[config.mk]
export PLATFORM = sky130hd
export DESIGN_NAME = lru_region_window_cache_top
export DESIGN_NICKNAME = d
export VERILOG_FILES = /design/src/hdl/lrwc_pkg.sv /design/src/hdl/lru_region_window_cache_top.sv
export SDC_FILE = /design/constraint.sdc
export NUM_CORES = 2
export LEC_CHECK = 0
export BUFFER_PORTS_ARGS = -buffer_cell sky130_fd_sc_hd__buf_2
export CELL_PAD_IN_SITES_DETAIL_PLACEMENT = 0
export CELL_PAD_IN_SITES_GLOBAL_PLACEMENT = 1
export CORE_MARGIN = 5
export CORE_UTILIZATION = 53
export CTS_CLUSTER_SIZE = 16
export DETAILED_ROUTE_END_ITERATION = 10
export PLACE_DENSITY_LB_ADDON = 0.1
export SYNTH_ARGS = -nofsm -noshare
export SYNTH_HDL_FRONTEND = slang
export SYNTH_SLANG_ARGS = --single-unit
[constraint.sdc]
create_clock -name aclk -period 7.8 [get_ports aclk]
set_input_delay 0.78 -clock aclk [delete_from_list [all_inputs] [get_ports aclk]]
set_output_delay 0.78 -clock aclk [all_outputs]
set_load 0.005 [all_outputs]
[src/hdl/lrwc_pkg.sv]
// Shared types and constants for the LRU region window cache.
// No dependencies; the cache top level refers to it by scoped names.
package lrwc_pkg;

    localparam int IDX_W       = 40;   // item index and region start
    localparam int CFG_W       = 41;   // region size, item count, region end
    localparam int STAMP_W     = 64;   // use counter and slot stamps
    localparam int SLOT_OUT_W  = 6;    // slot number on the result word
    localparam int TDATA_IN_W  = 40;
    localparam int TDATA_OUT_W = 88;
    localparam int TUSER_OUT_W = 3;
    localparam int CFG_ADDR_W  = 1;
    localparam int DIV_CNT_W   = $clog2(IDX_W);
    localparam int SLOTS_DEFAULT = 8;

    localparam logic [CFG_W-1:0] RESET_REGION_SIZE = CFG_W'(512);
    localparam logic [CFG_W-1:0] RESET_ITEM_COUNT  = '0;

    // configuration register indexes
    localparam logic [CFG_ADDR_W-1:0] REG_REGION_SIZE = CFG_ADDR_W'(0);
    localparam logic [CFG_ADDR_W-1:0] REG_ITEM_COUNT  = CFG_ADDR_W'(1);

    // result tuser bit positions
    localparam int USER_RANGE_ERROR = 0;
    localparam int USER_HIT         = 1;
    localparam int USER_REPLACED    = 2;

    typedef enum logic [3:0] {
        S_IDLE,
        S_CHECK,
        S_DIV,
        S_START,
        S_END,
        S_SEARCH,
        S_VICTIM,
        S_WRITE,
        S_DONE
    } state_t;

endpackage

[src/hdl/lru_region_window_cache_top.sv]
// LRU region window cache: index-to-region mapping plus fully associative slot set.
// Depends on lrwc_pkg (types, widths, register indexes).
//
//  channel  | ports                      | word contents (lowest bit up)
//  ---------+----------------------------+---------------------------------------------
//  input    | s_tvalid s_tready s_tdata  | item_index[39:0]
//  result   | m_tvalid m_tready m_tdata  | slot[5:0] region_start[45:6] region_end[86:46]
//           | m_tuser                    | range_error, hit, replaced
//  config   | cfg_we cfg_addr cfg_wdata  | 0: region_size, 1: item_count
//
// A word holds the block from the range check, which ends it on a range error; else
// the 40-step remainder unit runs, then a one-slot-a-cycle tag scan and, when full,
// a one-slot-a-cycle stamp scan.
// s_tready is high only while the sequencer is idle; a finished result waits in
// the output register, so the next word is accepted while it is unread.
// Reset (aresetn, synchronous) empties the slot set and clears the use counter.
module lru_region_window_cache_top #(
    parameter int SLOTS = lrwc_pkg::SLOTS_DEFAULT
) (
    input  logic                                aclk,
    input  logic                                aresetn,
    input  logic                                s_tvalid,
    output logic                                s_tready,
    input  logic [lrwc_pkg::TDATA_IN_W-1:0]     s_tdata,   // item_index
    output logic                                m_tvalid,
    input  logic                                m_tready,
    output logic [lrwc_pkg::TDATA_OUT_W-1:0]    m_tdata,   // slot, region_start, region_end
    output logic [lrwc_pkg::TUSER_OUT_W-1:0]    m_tuser,   // range_error, hit, replaced
    input  logic                                cfg_we,
    input  logic [lrwc_pkg::CFG_ADDR_W-1:0]     cfg_addr,
    input  logic [lrwc_pkg::CFG_W-1:0]          cfg_wdata
);

    localparam int IDX_W   = lrwc_pkg::IDX_W;
    localparam int CFG_W   = lrwc_pkg::CFG_W;
    localparam int STAMP_W = lrwc_pkg::STAMP_W;
    localparam int DCNT_W  = lrwc_pkg::DIV_CNT_W;
    localparam int SLOT_W  = (SLOTS > 1) ? $clog2(SLOTS) : 1;
    localparam int CNT_W   = $clog2(SLOTS + 1);

    // control state
    lrwc_pkg::state_t state_reg, state_next;
    logic [CNT_W-1:0]   filled_reg, filled_next;
    logic [STAMP_W-1:0] use_cnt_reg, use_cnt_next;
    logic               out_valid_reg, out_valid_next;
    logic [CFG_W-1:0]   region_size_reg, item_count_reg;

    // datapath
    logic [IDX_W-1:0]   idx_reg, idx_next;
    logic [IDX_W-1:0]   sh_reg, sh_next;
    logic [IDX_W-1:0]   rem_reg, rem_next;
    logic [DCNT_W-1:0]  div_cnt_reg, div_cnt_next;
    logic [CNT_W-1:0]   scan_reg, scan_next;
    logic [STAMP_W-1:0] best_reg, best_next;
    logic               err_reg, err_next;
    logic               hit_reg, hit_next;
    logic               repl_reg, repl_next;
    logic [SLOT_W-1:0]  slot_reg, slot_next;
    logic [IDX_W-1:0]   start_reg, start_next;
    logic [CFG_W-1:0]   end_reg, end_next;
    logic [lrwc_pkg::TDATA_OUT_W-1:0] out_data_reg, out_data_next;
    logic [lrwc_pkg::TUSER_OUT_W-1:0] out_user_reg, out_user_next;

    // slot set
    logic [IDX_W-1:0]   slot_start_reg [SLOTS];
    logic [STAMP_W-1:0] slot_stamp_reg [SLOTS];

    // shared decode
    logic [CFG_W-1:0]   size_eff;
    logic [SLOT_W-1:0]  scan_idx;
    logic               range_err;
    logic               search_hit;
    logic               scan_last;
    logic               full;
    logic               scan_done;
    logic               out_free;
    logic [IDX_W:0]     rem_shift;
    logic [IDX_W+1:0]   div_diff;
    logic [CFG_W:0]     end_sum;

    assign size_eff   = (region_size_reg == '0) ? CFG_W'(1) : region_size_reg;
    assign scan_idx   = scan_reg[SLOT_W-1:0];
    assign range_err  = {1'b0, idx_reg} >= item_count_reg;
    assign search_hit = (slot_start_reg[scan_idx] == start_reg);
    assign scan_last  = (scan_reg + CNT_W'(1)) == filled_reg;
    assign full       = (filled_reg == CNT_W'(SLOTS));
    assign scan_done  = (scan_reg == CNT_W'(SLOTS));
    assign rem_shift  = {rem_reg, sh_reg[IDX_W-1]};
    assign div_diff   = {1'b0, rem_shift} - {1'b0, size_eff};
    assign end_sum    = {2'b00, start_reg} + {1'b0, size_eff};

    // next state
    always_comb begin
        state_next = state_reg;
        case (state_reg)
            lrwc_pkg::S_IDLE:   if (s_tvalid) state_next = lrwc_pkg::S_CHECK;
            lrwc_pkg::S_CHECK:  state_next = range_err ? lrwc_pkg::S_DONE : lrwc_pkg::S_DIV;
            lrwc_pkg::S_DIV:    if (div_cnt_reg == '0) state_next = lrwc_pkg::S_START;
            lrwc_pkg::S_START:  state_next = lrwc_pkg::S_END;
            lrwc_pkg::S_END: begin
                state_next = (filled_reg == '0) ? lrwc_pkg::S_WRITE : lrwc_pkg::S_SEARCH;
            end
            lrwc_pkg::S_SEARCH: begin
                if (search_hit) begin
                    state_next = lrwc_pkg::S_DONE;
                end else if (scan_last) begin
                    state_next = full ? lrwc_pkg::S_VICTIM : lrwc_pkg::S_WRITE;
                end
            end
            lrwc_pkg::S_VICTIM: if (scan_done) state_next = lrwc_pkg::S_WRITE;
            lrwc_pkg::S_WRITE:  state_next = lrwc_pkg::S_DONE;
            lrwc_pkg::S_DONE:   if (out_free) state_next = lrwc_pkg::S_IDLE;
            default:            state_next = lrwc_pkg::S_IDLE;
        endcase
    end

    // handshake outputs
    always_comb begin
        s_tready = (state_reg == lrwc_pkg::S_IDLE);
        out_free = !out_valid_reg || m_tready;
        m_tvalid = out_valid_reg;
        m_tdata  = out_data_reg;
        m_tuser  = out_user_reg;
    end

    // datapath next values
    always_comb begin
        filled_next    = filled_reg;
        use_cnt_next   = use_cnt_reg;
        out_valid_next = out_valid_reg;
        idx_next       = idx_reg;
        sh_next        = sh_reg;
        rem_next       = rem_reg;
        div_cnt_next   = div_cnt_reg;
        scan_next      = scan_reg;
        best_next      = best_reg;
        err_next       = err_reg;
        hit_next       = hit_reg;
        repl_next      = repl_reg;
        slot_next      = slot_reg;
        start_next     = start_reg;
        end_next       = end_reg;
        out_data_next  = out_data_reg;
        out_user_next  = out_user_reg;

        if (out_valid_reg && m_tready) begin
            out_valid_next = 1'b0;
        end

        case (state_reg)
            lrwc_pkg::S_IDLE: begin
                if (s_tvalid) idx_next = s_tdata[IDX_W-1:0];
            end
            lrwc_pkg::S_CHECK: begin
                err_next  = range_err;
                hit_next  = 1'b0;
                repl_next = 1'b0;
                slot_next = '0;
                start_next = '0;
                end_next   = '0;
                rem_next     = '0;
                sh_next      = idx_reg;
                div_cnt_next = DCNT_W'(IDX_W - 1);
            end
            lrwc_pkg::S_DIV: begin
                // restoring remainder step, one index bit per cycle
                rem_next     = div_diff[IDX_W+1] ? rem_shift[IDX_W-1:0] : div_diff[IDX_W-1:0];
                sh_next      = sh_reg << 1;
                div_cnt_next = div_cnt_reg - DCNT_W'(1);
            end
            lrwc_pkg::S_START: begin
                start_next = idx_reg - rem_reg;
            end
            lrwc_pkg::S_END: begin
                end_next     = (end_sum > {1'b0, item_count_reg}) ? item_count_reg
                                                                  : end_sum[CFG_W-1:0];
                use_cnt_next = use_cnt_reg + STAMP_W'(1);
                scan_next    = '0;
                slot_next    = '0;
            end
            lrwc_pkg::S_SEARCH: begin
                if (search_hit) begin
                    hit_next  = 1'b1;
                    slot_next = scan_idx;
                end else if (scan_last) begin
                    if (full) begin
                        // seed the oldest-stamp scan with slot 0
                        best_next = slot_stamp_reg[0];
                        slot_next = '0;
                        scan_next = CNT_W'(1);
                    end else begin
                        slot_next = filled_reg[SLOT_W-1:0];
                    end
                end else begin
                    scan_next = scan_reg + CNT_W'(1);
                end
            end
            lrwc_pkg::S_VICTIM: begin
                if (scan_done) begin
                    repl_next = 1'b1;
                end else begin
                    // strict less-than keeps the lowest slot on ties
                    if (slot_stamp_reg[scan_idx] < best_reg) begin
                        best_next = slot_stamp_reg[scan_idx];
                        slot_next = scan_idx;
                    end
                    scan_next = scan_reg + CNT_W'(1);
                end
            end
            lrwc_pkg::S_WRITE: begin
                if (!full) filled_next = filled_reg + CNT_W'(1);
            end
            lrwc_pkg::S_DONE: begin
                if (out_free) begin
                    out_valid_next = 1'b1;
                    out_data_next  = {1'b0, end_reg, start_reg,
                                      lrwc_pkg::SLOT_OUT_W'(slot_reg)};
                    out_user_next  = {repl_reg, hit_reg, err_reg};
                end
            end
            default: ;
        endcase
    end

    always_ff @(posedge aclk) begin
        if (!aresetn) begin
            state_reg       <= lrwc_pkg::S_IDLE;
            filled_reg      <= '0;
            use_cnt_reg     <= '0;
            out_valid_reg   <= 1'b0;
            region_size_reg <= lrwc_pkg::RESET_REGION_SIZE;
            item_count_reg  <= lrwc_pkg::RESET_ITEM_COUNT;
        end else begin
            state_reg     <= state_next;
            filled_reg    <= filled_next;
            use_cnt_reg   <= use_cnt_next;
            out_valid_reg <= out_valid_next;
            if (cfg_we && cfg_addr == lrwc_pkg::REG_REGION_SIZE) region_size_reg <= cfg_wdata;
            if (cfg_we && cfg_addr == lrwc_pkg::REG_ITEM_COUNT)  item_count_reg  <= cfg_wdata;
        end
    end

    always_ff @(posedge aclk) begin
        idx_reg      <= idx_next;
        sh_reg       <= sh_next;
        rem_reg      <= rem_next;
        div_cnt_reg  <= div_cnt_next;
        scan_reg     <= scan_next;
        best_reg     <= best_next;
        err_reg      <= err_next;
        hit_reg      <= hit_next;
        repl_reg     <= repl_next;
        slot_reg     <= slot_next;
        start_reg    <= start_next;
        end_reg      <= end_next;
        out_data_reg <= out_data_next;
        out_user_reg <= out_user_next;
    end

    // slot set writes: stamp refresh on a hit, full entry on a fill or eviction
    always_ff @(posedge aclk) begin
        if (state_reg == lrwc_pkg::S_SEARCH && search_hit) begin
            slot_stamp_reg[scan_idx] <= use_cnt_reg;
        end
        if (state_reg == lrwc_pkg::S_WRITE) begin
            slot_start_reg[slot_reg] <= start_reg;
            slot_stamp_reg[slot_reg] <= use_cnt_reg;
        end
    end

`ifndef SYNTH
    a_filled_bound: assert property (@(posedge aclk) disable iff (!aresetn)
        filled_reg <= CNT_W'(SLOTS))
        else $error("slot fill count above slot total");

    a_err_clean: assert property (@(posedge aclk) disable iff (!aresetn)
        m_tvalid && m_tuser[lrwc_pkg::USER_RANGE_ERROR] |->
            !m_tuser[lrwc_pkg::USER_HIT] && !m_tuser[lrwc_pkg::USER_REPLACED] && m_tdata == '0)
        else $error("range error result carries nonzero fields");

    a_repl_full: assert property (@(posedge aclk) disable iff (!aresetn)
        m_tvalid && m_tuser[lrwc_pkg::USER_REPLACED] |-> full && !m_tuser[lrwc_pkg::USER_HIT])
        else $error("eviction reported while slots were free or on a hit");

    a_counter_step: assert property (@(posedge aclk) disable iff (!aresetn)
        aresetn && state_reg != lrwc_pkg::S_END |=> $stable(use_cnt_reg))
        else $error("use counter moved outside the region end step");
`endif

endmodule
# Word level (Yosys, flattened, before mapping)
# Memories as Yosys holds them, arrays and structs flattened. A register that Yosys moved wholly into a read port is not among the register bits.
# Index checks and enable logic that the tools add are counted.
[totals]
regBits = 523
mem_bits_rw = 832
in_bits = 87
output_inout_bits = 93
word_cells = 138
mem_count = 2
[memory_table]
columns = ["memory", "words", "word_bits", "read_ports", "rd_ports_with_merged_regs", "write_ports", "line", "text"]
rows = [
  ["slot_stamp_reg", 8, 64, 2, 1, 1, "lru_region_window_cache_top.sv:66", "logic [STAMP_W-1:0] slot_stamp_reg [SLOTS];"],
  ["slot_start_reg", 8, 40, 1, 1, 1, "lru_region_window_cache_top.sv:65", "logic [IDX_W-1:0] slot_start_reg [SLOTS];"],
]
[classes]
add_sub_neg = 7
n_lt_le_gt_ge = 3
n_eq_ne = 24
muxes = 51
bitwise_logic = 2
n_reduce_logical = 29
[ops]
columns = ["operator", "n"]
rows = [
  ["2-to-1 mux 64 bit", 6],
  ["case mux 40 bit (2 select lines)", 3],
  ["case mux 64 bit (2 select lines)", 1],
  ["2-to-1 mux 41 bit", 2],
  ["case mux 41 bit (2 select lines)", 1],
  ["adder 64 x 1 -> 64 bit (second input constant)", 1],
  ["< comparator 64 bit", 1],
  ["OR reduction 64 bit", 1],
  ["2-to-1 mux 4 bit", 11],
  ["adder 40 x 41 -> 42 bit", 1],
  ["greater-than comparator 42 x 41 -> 1 bit", 1],
  ["subtractor 41 x 41 -> 42 bit", 1],
  [">= comparator 40 x 41 -> 1 bit", 1],
  ["logical NOT 41 bit", 1],
  ["== test 40 bit", 1],
  ["2-to-1 mux 40 bit", 1],
  ["subtractor 40 bit", 1],
  ["case mux 4 bit (9 select lines)", 1],
  ["2-to-1 mux 3 bit", 8],
  ["!= test 2 bit (second input constant)", 10],
  ["== test 4 x 3 -> 1 bit (second input constant)", 4],
  ["== test 4 bit (second input constant)", 3],
  ["case mux 4 bit (3 select lines)", 1],
  ["case mux 6 bit (2 select lines)", 1],
  ["other kinds (23)", 53],
]

# Depth between registers and ports, before layout
[depth]
depth_word = 6
mapped_depth = 29
depth_no_buf = 27

# Worst setup path after synthesis
# OpenSTA, ideal clock, no wires.
[synth_path]
path_kind = "flip-flop to flip-flop"
start = "reg (tool-made name)"
end = "reg best_reg[0], enable pin"
setup_ps = 427
arrival_time_ps = 5610
t_required_ps = 7373
setup_slack_ps = 1763
stages_incl_launch_ff = 19
n_path_buf = 4
period_less_slack_ps = 6037
path_cell_list = "dfxtp_1 > buf_2 > buf_4 > buf_2 > buf_1 > mux4_2 > mux2_2 > ha_1 > a21o_1 > a21o_1 > a21oi_1 > o211a_1 > nand3_1 > a31oi_1 > or3_1 > a2111oi_0 > or3_1 > a41oi_1 > o21a_1"
[synth_rtl]
columns = ["element", "line", "text"]
rows = [
  ["to (signal assigned)", "lru_region_window_cache_top.sv:249", "best_reg <= best_next;"],
  ["to (decl)", "lru_region_window_cache_top.sv:54", "logic [STAMP_W-1:0] best_reg, best_next;"],
]

# Final worst setup path
[layout_path]
start = "reg region_size_reg[10]"
end = "reg end_reg[10] (data pin)"
[layout_between]
elab_chain_cells = 6
[layout_rtl]
columns = ["element", "line", "text"]
rows = [
  ["from (decl)", "lru_region_window_cache_top.sv:46", "logic [CFG_W-1:0] region_size_reg, item_count_reg;"],
  ["from (signal assigned)", "lru_region_window_cache_top.sv:231", "region_size_reg <= lrwc_pkg::RESET_REGION_SIZE;"],
  ["from (signal assigned)", "lru_region_window_cache_top.sv:238", "if (cfg_we && cfg_addr == lrwc_pkg::REG_REGION_SIZE) region_size_reg <= cfg_wdata;"],
  ["logical NOT 41 bit", "lru_region_window_cache_top.sv:81", "assign size_eff = (region_size_reg == '0) ? CFG_W'(1) : region_size_reg;"],
  ["2-to-1 mux 41 bit *", "lru_region_window_cache_top.sv:81", ""],
  ["adder 40 x 41 -> 42 bit *", "lru_region_window_cache_top.sv:90", "assign end_sum = {2'b00, start_reg} + {1'b0, size_eff};"],
  ["greater-than comparator 42 x 41 -> 1 bit", "lru_region_window_cache_top.sv:175", "end_next = (end_sum > {1'b0, item_count_reg}) ? item_count_reg"],
  ["2-to-1 mux 41 bit *", "lru_region_window_cache_top.sv:175", ""],
  ["case mux 41 bit (2 select lines) *", "lru_region_window_cache_top.sv:150", "case (state_reg)"],
  ["to (signal assigned)", "lru_region_window_cache_top.sv:255", "end_reg <= end_next;"],
  ["to (decl)", "lru_region_window_cache_top.sv:60", "logic [CFG_W-1:0] end_reg, end_next;"],
]
# Mark *: on every way between the ends. The rest lies on a longest branch, timed or not.
# A chain may end at the register's enable or synchronous reset.

==> impl_metrics.yaml <==
status:
  status: "finished, final reports clean"
placement:
  gp_congestion: 0.908
  placement.io_buffers: 175
  placed_area_mm2: 0.0647
  place_hpwl_mm: 98.0
floorplanning:
  row_count: 125
  io_pins: 180
  chipWidth_um: 352
  design.die.area_mm2: 0.124
  initial_core_utilization: 0.533
  core-area_mm2: 0.116
  die_h_um: 352
worst_setup_path:
  cp.arrival_ns: 7.50
  critPathRequiredTime_ns: 8.28
  crit_path_max_fo: 33
  critical_path.max_stage_delay_ns: 0.50
  setup.worst_path.end_class: "flip-flop"
  critPathMostFrequentCell: "sky130_fd_sc_hd__nor2_1"
  start_kind: "flip-flop"
  worstSetupPathType: "reg2reg"
  crit_path_top_delay_cell: "sky130_fd_sc_hd__nor4_1"
  cp-startpoint: "region_size_reg[10]"
  reg2reg_from: "region_size_reg[10]"
yosys:
  ys_seq_area_frac: 0.632
  post_synth_instance_area_mm2: 0.0620
  async_reset_ff_frac: 0
  post_synth_inst_count: 4358
  synthFlopType: "sky130_fd_sc_hd__edfxtp_1"
  mean_syn_cell_area_um2: 14.2
  yosys.cell_types.count: 75
  post_synthesis_sequential_element_count: 1358
  yosys-top-cells-area: "sky130_fd_sc_hd__edfxtp_1 58%, sky130_fd_sc_hd__mux4_2 7.5%, sky130_fd_sc_hd__ha_1 5.5%"
  yosysTopAreaCellShare: 0.581
  number_of_enable_flip_flop_cells_after_synthesis: 1200
  yosys_warnings: 0
  synth_top_cell_by_area: "sky130_fd_sc_hd__edfxtp_1"
timing:
  worstMarginPinSlew_ns: 1.16
  timing.setup.tns_ns: 0
  period_minus_slack_ns: 7.02
  fin_skew_ns: 0.0299
  setup-violations-final: 0
  hold_violations: 0
  timing_max_transition_violations_final: 0
  rsz0062_at_grt: "no"
  highest_clock_rate_mhz: 142
  min_period_over_period: 0.900
  maxSlewHeadroom: 0.225
drt:
  overall_via_count_from_detail_route: 35900
  wl_per_cell_um: 24.3
  route.final.wire_length_mm: 150
  first_iter_violations: 2349
  avgViaCountPerCell: 5.80
  detailed_route_drc_error_count: 0
  drt.antenna.violating_nets: 0
  drt_first_pass_iters: 5
global_routing:
  grt_antenna_before_repair: 9
  grt_pass1_vias: 36400
  gr-total-overflow: 0
  grt_max_degree: 79
  groute.usage.overall: 0.241
  grt_pass1_wl_mm: 227
clock_tree:
  clk-insertion-delay-late_ns: 0.75
  cts.root.buffer_cell: "sky130_fd_sc_hd__clkbuf_16"
  clkTransAtPathRegs_ns: 0.07
  cts_max_level: 4
  cts_made_buffers: 143
  postCtsResizedCells: 0
  holdBufCountCts: 0
  post_cts_buffers: 0
  clock-sinks: 1358
  clock_tree_from_tritoncts: "built"
  cts.path.max_buffers: 3
hold_path:
  holdCritStartpoint: "s_tdata[8]"
  holdCritPathClass: "in2reg"
cells_and_area:
  layout.core_utilization: 0.596
  flow.area_growth_from_synthesis_pct: 11.8
  num-nets-final: 4898
  layout_cells_sized_above_1: 0.178
  max_reg_flops: 512
  stdcell_area_mm2: 0.0693
  filler_cells: 9034
power_and_ir_drop:
  vdd_ir_drop_max_mv: 0.210
  power_density_mw_per_mm2: 269
  power_leakage_nw: 24.6
flow_run:
  max_cap_violations: 0
## synthesized netlist by cell type, types with 40 or more instances
master / n
sky130_fd_sc_hd__a21oi_1: 252
sky130_fd_sc_hd__mux4_2: 206
sky130_fd_sc_hd__mux2i_1: 108
sky130_fd_sc_hd__nand3_1: 64
sky130_fd_sc_hd__xor2_1: 88
sky130_fd_sc_hd__clkbuf_1: 139
sky130_fd_sc_hd__inv_1: 238
sky130_fd_sc_hd__a21o_1: 84
sky130_fd_sc_hd__ha_1: 271
sky130_fd_sc_hd__dfxtp_1: 158
sky130_fd_sc_hd__mux2_2: 127
sky130_fd_sc_hd__nor2b_1: 40
sky130_fd_sc_hd__nand4_1: 61
sky130_fd_sc_hd__xnor2_1: 128
sky130_fd_sc_hd__o21ai_0: 95
sky130_fd_sc_hd__edfxtp_1: 1200
sky130_fd_sc_hd__nor2_1: 282
sky130_fd_sc_hd__nand2_1: 389
## per-layer routing
metal / global-route usage / part of all wire
met5: 0 / 0.00013
met3: 0.0332 / 0.044
met2: 0.416 / 0.50
met4: 0.0615 / 0.023
met1: 0.327 / 0.43
## stage by stage
stage               worst slack [ns]  hold WS [ns]  power (mW)  instances
floorplan                       1.76         0.400        11.2       4361
global placement               0.895         0.401        12.2       5916
detailed placement             0.857         0.405        12.2       5916
CTS                            0.829         0.159        18.8       6175
global route                   0.348         0.165        19.5       6175
finish                         0.780         0.208        18.7       6180
## placed cells by master (no fill, tap or decap), types with 25 or more instances in the layout
master / count
sky130_fd_sc_hd__o21ai_0: 95
sky130_fd_sc_hd__buf_2: 175
sky130_fd_sc_hd__nand4_1: 61
sky130_fd_sc_hd__nor2b_1: 38
sky130_fd_sc_hd__nand3_1: 64
sky130_fd_sc_hd__xor2_1: 88
sky130_fd_sc_hd__clkbuf_1: 41
sky130_fd_sc_hd__mux4_2: 206
sky130_fd_sc_hd__nor3_1: 33
sky130_fd_sc_hd__buf_4: 33
sky130_fd_sc_hd__clkbuf_16: 147
sky130_fd_sc_hd__nor2_1: 271
sky130_fd_sc_hd__nand2_1: 387
sky130_fd_sc_hd__a21o_1: 84
sky130_fd_sc_hd__a211oi_1: 25
sky130_fd_sc_hd__a21oi_1: 252
sky130_fd_sc_hd__dfxtp_1: 155
sky130_fd_sc_hd__xnor2_1: 128
sky130_fd_sc_hd__nand2b_1: 27
sky130_fd_sc_hd__mux2i_1: 108
sky130_fd_sc_hd__edfxtp_1: 1200
sky130_fd_sc_hd__mux2_2: 127
sky130_fd_sc_hd__clkinv_2: 25
sky130_fd_sc_hd__ha_1: 271
sky130_fd_sc_hd__inv_1: 238
## kinds of logic after synthesis
family | share of synthesized area
buffers and inverters | 0.0280
adders and majority gates | 0.0557
and+or+nand+nor | 0.0750
other | 0.0000605
DFF | 0.632
AOI/OAI and AO/OA | 0.0631
muxes | 0.115
xor gates and xnor gates | 0.0305
## cell type report
| cell class | count | area [um2] | area share |
|---|---|---|---|
| Multi-Input combinational cell | 2571 | 21200 | 0.306 |
| Tap cell | 1524 | 1910 | 0.0275 |
| Clock inverter | 57 | 569 | 0.00821 |
| Antenna cell | 5 | 12.5 | 0.000181 |
| Inverter | 239 | 902 | 0.0130 |
| Timing Repair Buffer | 224 | 1440 | 0.0208 |
| Clock buffer | 202 | 4030 | 0.0581 |
| Sequential cell | 1358 | 39200 | 0.566 |
## report_power, final
part | total (mW) | switching (mW) | internal, mW | leakage [nW]
sequential | 8.81 | 0.423 | 8.39 | 12.3
clock | 6.63 | 2.78 | 3.85 | 2.25
combinational | 3.21 | 1.92 | 1.29 | 10.1
## final timing paths
check | endpoint | slack, ns | cells past startpoint
worst max-delay path | end_reg[10] | 0.78 | 29
worst min-delay path | idx_reg[8] | 0.21 | 1
worst max register to register | end_reg[10] | 0.78 | 29
worst min register to register | m_tdata[53] | 0.41 | 0
## critical path: cells and delay by family, from the launching register on
family / cells / cell delay (ns)
fa+ha+maj: 3 / 0.92
flops: 1 / 0.34
compound gates: 9 / 2.25
mux: 1 / 0.24
buf+inv: 4 / 0.68
xor+xnor: 1 / 0.13
simple gates: 11 / 2.14
No activity file was read; power rests on OpenSTA's default activity.
